===== src/rtl/cle_pkg.sv =====
// Shared types and constants for the circular list engine.
`default_nettype none

package cle_pkg;

  // Default node pool size and the longest dump in result items
  localparam int unsigned CapacityDef = 32;
  localparam int unsigned MaxResults  = 32;

  typedef enum logic [2:0] {
    ACT_INSERT_FIRST = 3'd0,
    ACT_INSERT_AFTER = 3'd1,
    ACT_DELETE       = 3'd2,
    ACT_FIND         = 3'd3,
    ACT_DUMP         = 3'd4
  } action_e;

  typedef enum logic [2:0] {
    ST_OK        = 3'd0,
    ST_MISS      = 3'd1,
    ST_FULL      = 3'd2,
    ST_NOT_EMPTY = 3'd3,
    ST_EMPTY     = 3'd4
  } status_e;

  // Requests from the sequencer to the slot pool
  typedef struct packed {
    logic scan;   // start a lowest-free search from slot zero
    logic set;    // mark idx as used
    logic clr;    // mark idx as free
  } pool_req_t;

endpackage

`default_nettype wire


===== src/rtl/cle_slot_pool.sv =====
// Slot-used flags and a one-slot-per-cycle search for the lowest free slot.
`default_nettype none

module cle_slot_pool #(
  parameter int unsigned CAPACITY = cle_pkg::CapacityDef
) (
  input  wire                          clk_i,
  input  wire                          rst_ni,
  input  cle_pkg::pool_req_t           req_i,
  input  wire [$clog2(CAPACITY)-1:0]   idx_i,
  output logic [$clog2(CAPACITY)-1:0]  free_idx_o,
  output logic                         done_o
);

  localparam int unsigned AW = $clog2(CAPACITY);

  logic [CAPACITY-1:0] used_q;
  logic [AW-1:0]       scan_q;
  logic                scanning_q;
  logic                done_q;

  // Track which slots hold ring nodes
  always_ff @(posedge clk_i or negedge rst_ni) begin
    if (!rst_ni) begin
      used_q <= '0;
    end else begin
      if (req_i.set) used_q[idx_i] <= 1'b1;
      if (req_i.clr) used_q[idx_i] <= 1'b0;
    end
  end

  // Step through the slots until a free one turns up
  always_ff @(posedge clk_i or negedge rst_ni) begin
    if (!rst_ni) begin
      scan_q     <= '0;
      scanning_q <= 1'b0;
      done_q     <= 1'b0;
    end else if (req_i.scan) begin
      scan_q     <= '0;
      scanning_q <= 1'b1;
      done_q     <= 1'b0;
    end else if (scanning_q) begin
      if (!used_q[scan_q]) begin
        scanning_q <= 1'b0;
        done_q     <= 1'b1;
      end else begin
        scan_q <= scan_q + AW'(1);
      end
    end
  end

  assign free_idx_o = scan_q;
  assign done_o     = done_q;

endmodule

`default_nettype wire


===== src/rtl/circular_list_engine.sv =====
// Insert first takes slot zero, since an empty ring leaves every slot free; find, insert
// after and delete walk one node per cycle, at most once around the ring; a dump gives one
// item per cycle while the output is not stalled.
// Throughput: one command at a time; the walk through the node memory read port sets it.
// The free-slot search runs one slot per cycle beside the walk.
// Reset: the ring is empty, the cursor is zero and no slot is used; node memories
// are not cleared.
`default_nettype none

module circular_list_engine #(
  parameter int unsigned CAPACITY = cle_pkg::CapacityDef
) (
  input  wire                clk_i,
  input  wire                rst_ni,
  input  wire                in_valid_i,
  output logic               in_stall_o,
  input  wire  [2:0]         action_i,
  input  wire  signed [31:0] new_value_i,
  input  wire  signed [31:0] key_value_i,
  output logic               out_valid_o,
  input  wire                out_stall_i,
  output logic [2:0]         status_o,
  output logic signed [31:0] item_value_o,
  output logic               last_o,
  output logic [5:0]         node_count_o
);

  localparam int unsigned AW = $clog2(CAPACITY);
  localparam int unsigned CW = $clog2(CAPACITY + 1);

  typedef enum logic [3:0] {
    S_IDLE,
    S_GRAB,
    S_SEEK,
    S_INS_WAIT,
    S_INS_LINK,
    S_DPRIME,
    S_DEL,
    S_DUMP,
    S_RESP
  } state_e;

  // Node memories
  logic signed [31:0] node_value [CAPACITY];
  logic [AW-1:0]      node_link  [CAPACITY];

  logic               val_we;
  logic [AW-1:0]      val_waddr;
  logic signed [31:0] val_wdata;
  logic               link_we;
  logic [AW-1:0]      link_waddr;
  logic [AW-1:0]      link_wdata;
  logic [AW-1:0]      rd_addr;
  logic signed [31:0] rd_val_q;
  logic [AW-1:0]      rd_link_q;
  logic [AW-1:0]      rd_addr_q;

  // Sequencer state
  state_e             state_q;
  cle_pkg::action_e   act_q;
  logic signed [31:0] nv_q;
  logic signed [31:0] key_q;
  cle_pkg::status_e   resp_st_q;
  logic [AW-1:0]      cursor_q;
  logic [CW-1:0]      count_q;
  logic [CW-1:0]      step_q;
  logic [AW-1:0]      prev_q;
  logic [AW-1:0]      link_sv_q;
  logic [AW-1:0]      slot_q;

  // Output register
  logic               out_valid_q;
  cle_pkg::status_e   status_q;
  logic signed [31:0] item_q;
  logic               last_q;
  logic [5:0]         ncount_q;

  // Pool interface
  cle_pkg::pool_req_t pool_req;
  logic [AW-1:0]      pool_idx;
  logic [AW-1:0]      free_idx;
  logic               free_done;

  logic               accept;
  logic               out_free;
  logic               emit;
  logic               hit;
  logic               walk_end;
  logic               dump_last;

  cle_slot_pool #(
    .CAPACITY (CAPACITY)
  ) u_pool (
    .clk_i      (clk_i),
    .rst_ni     (rst_ni),
    .req_i      (pool_req),
    .idx_i      (pool_idx),
    .free_idx_o (free_idx),
    .done_o     (free_done)
  );

  assign in_stall_o = (state_q != S_IDLE);
  assign accept     = in_valid_i && (state_q == S_IDLE);
  assign out_free   = !out_valid_q || !out_stall_i;
  assign emit       = out_free && ((state_q == S_DUMP) || (state_q == S_RESP));
  assign hit        = (rd_val_q == key_q);
  assign walk_end   = ((step_q + CW'(1)) == count_q);
  assign dump_last  = walk_end || (32'(step_q) == cle_pkg::MaxResults - 1);

  // Select the read address: prime at the cursor, then follow links
  always_comb begin
    case (state_q)
      S_SEEK, S_DPRIME, S_DEL: rd_addr = rd_link_q;
      S_DUMP:                  rd_addr = out_free ? rd_link_q : rd_addr_q;
      default:                 rd_addr = cursor_q;
    endcase
  end

  // Write ports and pool requests
  always_comb begin
    val_we     = 1'b0;
    val_waddr  = free_idx;
    val_wdata  = nv_q;
    link_we    = 1'b0;
    link_waddr = free_idx;
    link_wdata = free_idx;
    pool_req   = '0;
    pool_idx   = free_idx;
    case (state_q)
      S_IDLE: begin
        if (accept) begin
          if (cle_pkg::action_e'(action_i) == cle_pkg::ACT_INSERT_FIRST) begin
            pool_req.scan = (count_q == '0);
          end else if (cle_pkg::action_e'(action_i) == cle_pkg::ACT_INSERT_AFTER) begin
            pool_req.scan = (count_q != '0) && (count_q != CW'(CAPACITY));
          end
        end
      end
      S_GRAB: begin
        if (free_done) begin
          val_we       = 1'b1;
          link_we      = 1'b1;
          pool_req.set = 1'b1;
        end
      end
      S_INS_WAIT: begin
        if (free_done) begin
          val_we       = 1'b1;
          link_we      = 1'b1;
          link_wdata   = link_sv_q;
          pool_req.set = 1'b1;
        end
      end
      S_INS_LINK: begin
        link_we    = 1'b1;
        link_waddr = cursor_q;
        link_wdata = slot_q;
      end
      S_DEL: begin
        if (hit) begin
          link_we      = 1'b1;
          link_waddr   = prev_q;
          link_wdata   = rd_link_q;
          pool_req.clr = 1'b1;
          pool_idx     = rd_addr_q;
        end
      end
      default: begin
      end
    endcase
  end

  // Node memories: one write and one registered read each per cycle
  always_ff @(posedge clk_i) begin
    if (val_we) node_value[val_waddr] <= val_wdata;
    if (link_we) node_link[link_waddr] <= link_wdata;
    rd_val_q  <= node_value[rd_addr];
    rd_link_q <= node_link[rd_addr];
    rd_addr_q <= rd_addr;
  end

  // Sequencer and output register
  always_ff @(posedge clk_i or negedge rst_ni) begin
    if (!rst_ni) begin
      state_q     <= S_IDLE;
      act_q       <= cle_pkg::ACT_INSERT_FIRST;
      nv_q        <= '0;
      key_q       <= '0;
      resp_st_q   <= cle_pkg::ST_OK;
      cursor_q    <= '0;
      count_q     <= '0;
      step_q      <= '0;
      prev_q      <= '0;
      link_sv_q   <= '0;
      slot_q      <= '0;
      out_valid_q <= 1'b0;
      status_q    <= cle_pkg::ST_OK;
      item_q      <= '0;
      last_q      <= 1'b0;
      ncount_q    <= '0;
    end else begin
      // Drop the result once it is taken and nothing replaces it
      if (out_valid_q && !out_stall_i && !emit) out_valid_q <= 1'b0;

      case (state_q)
        S_IDLE: begin
          if (accept) begin
            act_q  <= cle_pkg::action_e'(action_i);
            nv_q   <= new_value_i;
            key_q  <= key_value_i;
            step_q <= '0;
            case (cle_pkg::action_e'(action_i))
              cle_pkg::ACT_INSERT_FIRST: begin
                if (count_q != '0) begin
                  resp_st_q <= cle_pkg::ST_NOT_EMPTY;
                  state_q   <= S_RESP;
                end else begin
                  resp_st_q <= cle_pkg::ST_OK;
                  state_q   <= S_GRAB;
                end
              end
              cle_pkg::ACT_INSERT_AFTER: begin
                if (count_q == '0) begin
                  resp_st_q <= cle_pkg::ST_EMPTY;
                  state_q   <= S_RESP;
                end else if (count_q == CW'(CAPACITY)) begin
                  resp_st_q <= cle_pkg::ST_FULL;
                  state_q   <= S_RESP;
                end else begin
                  resp_st_q <= cle_pkg::ST_OK;
                  state_q   <= S_SEEK;
                end
              end
              cle_pkg::ACT_DELETE: begin
                if (count_q == '0) begin
                  resp_st_q <= cle_pkg::ST_EMPTY;
                  state_q   <= S_RESP;
                end else begin
                  resp_st_q <= cle_pkg::ST_OK;
                  state_q   <= S_DPRIME;
                end
              end
              cle_pkg::ACT_FIND: begin
                if (count_q == '0) begin
                  resp_st_q <= cle_pkg::ST_EMPTY;
                  state_q   <= S_RESP;
                end else begin
                  resp_st_q <= cle_pkg::ST_OK;
                  state_q   <= S_SEEK;
                end
              end
              cle_pkg::ACT_DUMP: begin
                if (count_q == '0) begin
                  resp_st_q <= cle_pkg::ST_EMPTY;
                  state_q   <= S_RESP;
                end else begin
                  resp_st_q <= cle_pkg::ST_OK;
                  state_q   <= S_DUMP;
                end
              end
              default: begin
                resp_st_q <= cle_pkg::ST_OK;
                state_q   <= S_RESP;
              end
            endcase
          end
        end

        // Place the first node in the lowest free slot
        S_GRAB: begin
          if (free_done) begin
            cursor_q <= free_idx;
            count_q  <= CW'(1);
            state_q  <= S_RESP;
          end
        end

        // Walk from the cursor until the key matches or the ring is done
        S_SEEK: begin
          if (hit) begin
            cursor_q  <= rd_addr_q;
            link_sv_q <= rd_link_q;
            state_q   <= (act_q == cle_pkg::ACT_INSERT_AFTER) ? S_INS_WAIT : S_RESP;
          end else if (walk_end) begin
            resp_st_q <= cle_pkg::ST_MISS;
            state_q   <= S_RESP;
          end else begin
            step_q <= step_q + CW'(1);
          end
        end

        // Write the new node once a free slot is known
        S_INS_WAIT: begin
          if (free_done) begin
            slot_q  <= free_idx;
            state_q <= S_INS_LINK;
          end
        end

        // Link the match to the new node
        S_INS_LINK: begin
          count_q <= count_q + CW'(1);
          state_q <= S_RESP;
        end

        // Cursor data is in; the successor read is under way
        S_DPRIME: begin
          prev_q  <= rd_addr_q;
          state_q <= S_DEL;
        end

        // Check the successor of prev and unlink it on a match
        S_DEL: begin
          if (hit) begin
            count_q  <= count_q - CW'(1);
            cursor_q <= prev_q;
            state_q  <= S_RESP;
          end else if (walk_end) begin
            resp_st_q <= cle_pkg::ST_MISS;
            state_q   <= S_RESP;
          end else begin
            prev_q <= rd_addr_q;
            step_q <= step_q + CW'(1);
          end
        end

        // Emit one node per item, holding the read while stalled
        S_DUMP: begin
          if (out_free) begin
            out_valid_q <= 1'b1;
            status_q    <= cle_pkg::ST_OK;
            item_q      <= rd_val_q;
            last_q      <= dump_last;
            ncount_q    <= 6'(count_q);
            step_q      <= step_q + CW'(1);
            if (dump_last) state_q <= S_IDLE;
          end
        end

        // Present the single result item
        S_RESP: begin
          if (out_free) begin
            out_valid_q <= 1'b1;
            status_q    <= resp_st_q;
            item_q      <= '0;
            last_q      <= 1'b1;
            ncount_q    <= 6'(count_q);
            state_q     <= S_IDLE;
          end
        end

        default: begin
          state_q <= S_IDLE;
        end
      endcase
    end
  end

  assign out_valid_o  = out_valid_q;
  assign status_o     = status_q;
  assign item_value_o = item_q;
  assign last_o       = last_q;
  assign node_count_o = ncount_q;

endmodule

`default_nettype wire

===== config.mk =====
export PLATFORM = sky130hd
export DESIGN_NAME = circular_list_engine
export DESIGN_NICKNAME = d
export VERILOG_FILES = /design/src/rtl/cle_pkg.sv /design/src/rtl/cle_slot_pool.sv /design/src/rtl/circular_list_engine.sv
export SDC_FILE = /design/constraint.sdc
export NUM_CORES = 2
export LEC_CHECK = 0
export BUFFER_PORTS_ARGS = -buffer_cell sky130_fd_sc_hd__buf_2
export CORE_MARGIN = 10
export CORE_UTILIZATION = 50
export DETAILED_ROUTE_END_ITERATION = 10
export GPL_TIMING_DRIVEN = 0
export HOLD_SLACK_MARGIN = 0.1
export PLACE_DENSITY = 0.66
export SLEW_MARGIN = 25
export SYNTH_ARGS = -nofsm -noshare
export SYNTH_HDL_FRONTEND = slang
export SYNTH_SLANG_ARGS = --single-unit

===== constraint.sdc =====
create_clock -name clk_i -period 4.58 [get_ports clk_i]
set_clock_uncertainty 0.2 [all_clocks]
set_input_delay 0.229 -clock clk_i [delete_from_list [all_inputs] [get_ports clk_i]]
set_output_delay 0.229 -clock clk_i [all_outputs]
set_load 0.005 [all_outputs]

==> metrics <==
Logic pwr share=0.367; Iter 0 DRT Violations=around 4.7k; asr flop ratio synth=0.133; layout cells sized above 1=0.142; Syn Nets=~4.3k; area after detailed placement=between 50000 and 60000 sq um; CTS tree=done; die area=between 100000 and 150000 sq um; syn_area_per_cell=13.3 sq um; YS warnings=0; placement-stage worst setup slack=-0.0249 ns; first-pass GRT wire length=242 mm; period utilisation layout=1.01; vias per inst=a little over 6; vias=between 30k and 40k; Detailed Place HPWL=between 100 and 150 mm; Power Dens Cells=roughly 730 nW/um^2; CP Capture Type=flip-flop; Psw=a little under 20 mW; number of buffers created by CTS=between 100 and 150; antenna violations before repair=10; CP Max Fanout=10; number of I/O pins=115; clk_lat worst skew=~0.76 ns; P_int=between 20 and 30 mW; fin cells=between 6k and 7k; Layout area overhead=18.2%; CTS Buffer Depth=3; Root Driver=clkbuf_16; detailed-route wire length=approximately 170 mm; Final nets=4689; Initial Util=0.503; number of buffers added on ports=113; die height=between 300 and 400 um; Core Util, Final=0.595; Pre-antenna DRT Iters=6; PnR worst setup slack=-0.0325 ns; Post-synth EDFFs=around 1.2k; ys flop type=edfxtp_1; WS Path Type=flip-flop to flip-flop; hold slack=between 0.2 and 0.25 ns; Flop pwr share=0.389; H-Tree Depth=4; Setup TNS Final=-0.0325 ns; RePlAce Congestion=approximately 0.91; R2R setup slack=-0.03 ns; clk slew on worst S/H paths=0.06 ns; sequential share of the synthesized area=0.738; RR Startpoint=state_q[2]; DP Cell Count=between 5k and 6k; failing checks=setup timing; worst hold-check path type=primary input to flip-flop; HP Start=out_stall_i; All-Layer GR Usage=0.257; hold path cells=4; total power=around 48 mW; Hold Fails Final Rpt=0; largest net degree at the start of global routing=90; worst-margin pin slew=1.06 ns; Die Wd=~350 um; Worst setup SP type=flip-flop; Gate Count Post-Synth=between 4k and 5k; Synth Cell Area=55700 sq um; worst reg2reg path depth=11; Worst EP arrival=roughly 5.0 ns; RSZ-0062 raised after global routing=false; vias in the first global route=between 30k and 40k; status=finished, violations left; GRT overflow=0; fin area=65800 sq um; Yosys reg bits=1414; Max Fclk=around 0.22 GHz; Endpoint, Worst Hold=out_valid_o; DRC Markers=0; DRT antenna net count=0; Worst EP required=roughly 4.9 ns; num rows=approximately 120; Period minus WS final=approximately 4.6 ns; slew margin rel.=0.291; worst reg2reg path endpoint=rd_val_q[31]; Slew Viols, Final=0; Cell variety after synth=80; DR WL/cell=~27 um; Max Cap Viol=0; clock sink count=1414; Final setup viols=1; Peak VDD IR=approximately 0.38 mV; Sw Share=0.408; clock network power share=0.244; area of the core=111000 sq um; P_leak=23.0 nW
## cells in the mapped netlist, types with 5 or more instances
cell type  number  area share
a21o_1          5     0.00067
a22o_1         37      0.0058
a21oi_1       377       0.034
mux2_2         15      0.0030
ha_1            9      0.0020
buf_1          19      0.0013
dfrtp_1       188       0.084
nor2b_1         7     0.00079
and3b_1         5     0.00079
clkbuf_1      111      0.0075
mux4_2          8      0.0032
nor2_1        103      0.0069
a32oi_1       301       0.047
a31oi_1         5     0.00056
or3_1          10      0.0011
a222oi_1        5     0.00090
o22ai_1       153       0.017
dfxtp_1        42       0.015
nand3_1        26      0.0023
and3_1         13      0.0015
mux2i_2         6      0.0015
nand2_1      1133       0.076
buf_2         141       0.013
a22oi_1         5     0.00067
inv_1          21      0.0014
o21ai_0        37      0.0033
nor3_1         13      0.0012
edfxtp_1     1184        0.64
and4_1          5     0.00079
xnor2_1        12      0.0019
nor4_1         50      0.0056
xor2_1         37      0.0058
mux2i_1         7      0.0013
## logic make-up (layout without fill, tap and decap cells)
group           Yosys count  in the layout  share of synthesized area
compound gates          965            965                      0.117
flops                  1414           1414                      0.738
simple gates           1401           1401                      0.102
other cells               0              4                          0
fa+ha+maj                10             10                    0.00238
xor+xnor                 49             49                    0.00770
mux                      37             37                    0.00921
buf+inv                 298            842                     0.0234
## timing repair
action | in CTS | in global routing
hold buffers | 137 | 0
endpoints found under the setup margin | 2 | 72
endpoints found under the hold margin | 278 | 0
buffers inserted | 0 | 0
resized for setup | 3 | 35
## cell usage in the layout, fill, tap and decap left out, types with 8 or more instances in the layout
| cell | instances |
|---|---|
| dfrtp_2 | 31 |
| bufinv_16 | 16 |
| or3_1 | 10 |
| buf_12 | 10 |
| nor4_2 | 29 |
| and3_1 | 13 |
| mux4_2 | 8 |
| a21oi_1 | 376 |
| clkbuf_16 | 146 |
| clkinv_2 | 21 |
| dfxtp_1 | 42 |
| nor4_1 | 22 |
| buf_16 | 30 |
| nand3_1 | 26 |
| clkbuf_8 | 10 |
| clkinv_1 | 14 |
| o22ai_1 | 153 |
| xnor2_1 | 12 |
| nand2_1 | 1133 |
| o21ai_0 | 32 |
| edfxtp_1 | 1184 |
| buf_1 | 15 |
| buf_2 | 254 |
| xor2_1 | 37 |
| nor2_1 | 69 |
| a22o_1 | 37 |
| clkbuf_1 | 144 |
| dfrtp_1 | 157 |
| inv_1 | 21 |
| mux2_2 | 15 |
| dlygate4sd3_1 | 136 |
| a32oi_1 | 301 |
| nor2_4 | 32 |
| nor3_1 | 9 |
| ha_1 | 9 |
## how the worst max path moves through the flow
stage	cells after the start	endpoint	slack, ns	start
2_1_floorplan	8	node_link[0][0]	1.18	key_q[27]
3_3_place_gp	8	node_link[29][0]	-1.45	key_q[18]
3_5_place_dp	11	rd_val_q[8]	-0.02	state_q[2]
4_1_cts	11	rd_val_q[6]	0.003	state_q[2]
5_1_grt	10	rd_val_q[31]	0.02	state_q[0]
6_report	11	rd_val_q[31]	-0.03	state_q[2]
## area by class of cell
cell class,instances,area [sq um]
Tap cell,1488,1860
Inverter,24,90.1
Multi-Input combinational cell,2462,13900
Clock buffer,191,3920
Sequential cell,1414,41100
Fill cell,8331,44800
Buffer,274,1230
Clock inverter,63,764
Timing Repair Buffer,290,2970
Antenna cell,4,10.0
## critical path, stage by stage, from the launching register on
cell             delay, ns
dfrtp_1               0.31
buf_2                 0.19
mux2i_1               0.16
or2_0                 0.21
buf_2                 0.17
o21ai_2               0.72
buf_2                 0.54
clkdlybuf4s15_2       0.57
a21oi_1               0.09
a32oi_1               0.19
o22ai_1               0.21
nor4_1                0.81
## registers in the layout, indices dropped and copies added (netlist names), 3 cells and up
signal and flops:
act_q 3, key_q 32, node_count_o 6, resp_st_q 3
rd_addr_q 5, rd_val_q 32, item_value_o 32, count_q 6
rd_link_q 5, node_link 160, nv_q 32, cursor_q 5
slot_q 5, node_value 1024, step_q 6, prev_q 5
status_o 3, state_q 4, link_sv_q 5, u_pool.free_idx_o 5
u_pool.used_q 32
## power by group through the flow
stage	Clock (mW)	Sequential, mW	Combinational (mW)
floorplan	0	17.9	9.55
global placement	0	18.9	16.1
detailed placement	0	18.9	16.7
CTS	11.8	18.7	16.9
global route	12.3	18.9	18.7
finish	11.8	18.7	17.7
## routing by layer
metal,wire (um),GRT usage,vias up,part of all wire
met3,17100,0.0535,334,0.10
met1,64200,0.339,18900,0.39
met5,0,0,-,0
met2,78500,0.421,2134,0.48
met4,5280,0.0894,0,0.032
li1,-,-,16600,-
Note: power is estimated with default switching activity, not from simulation.
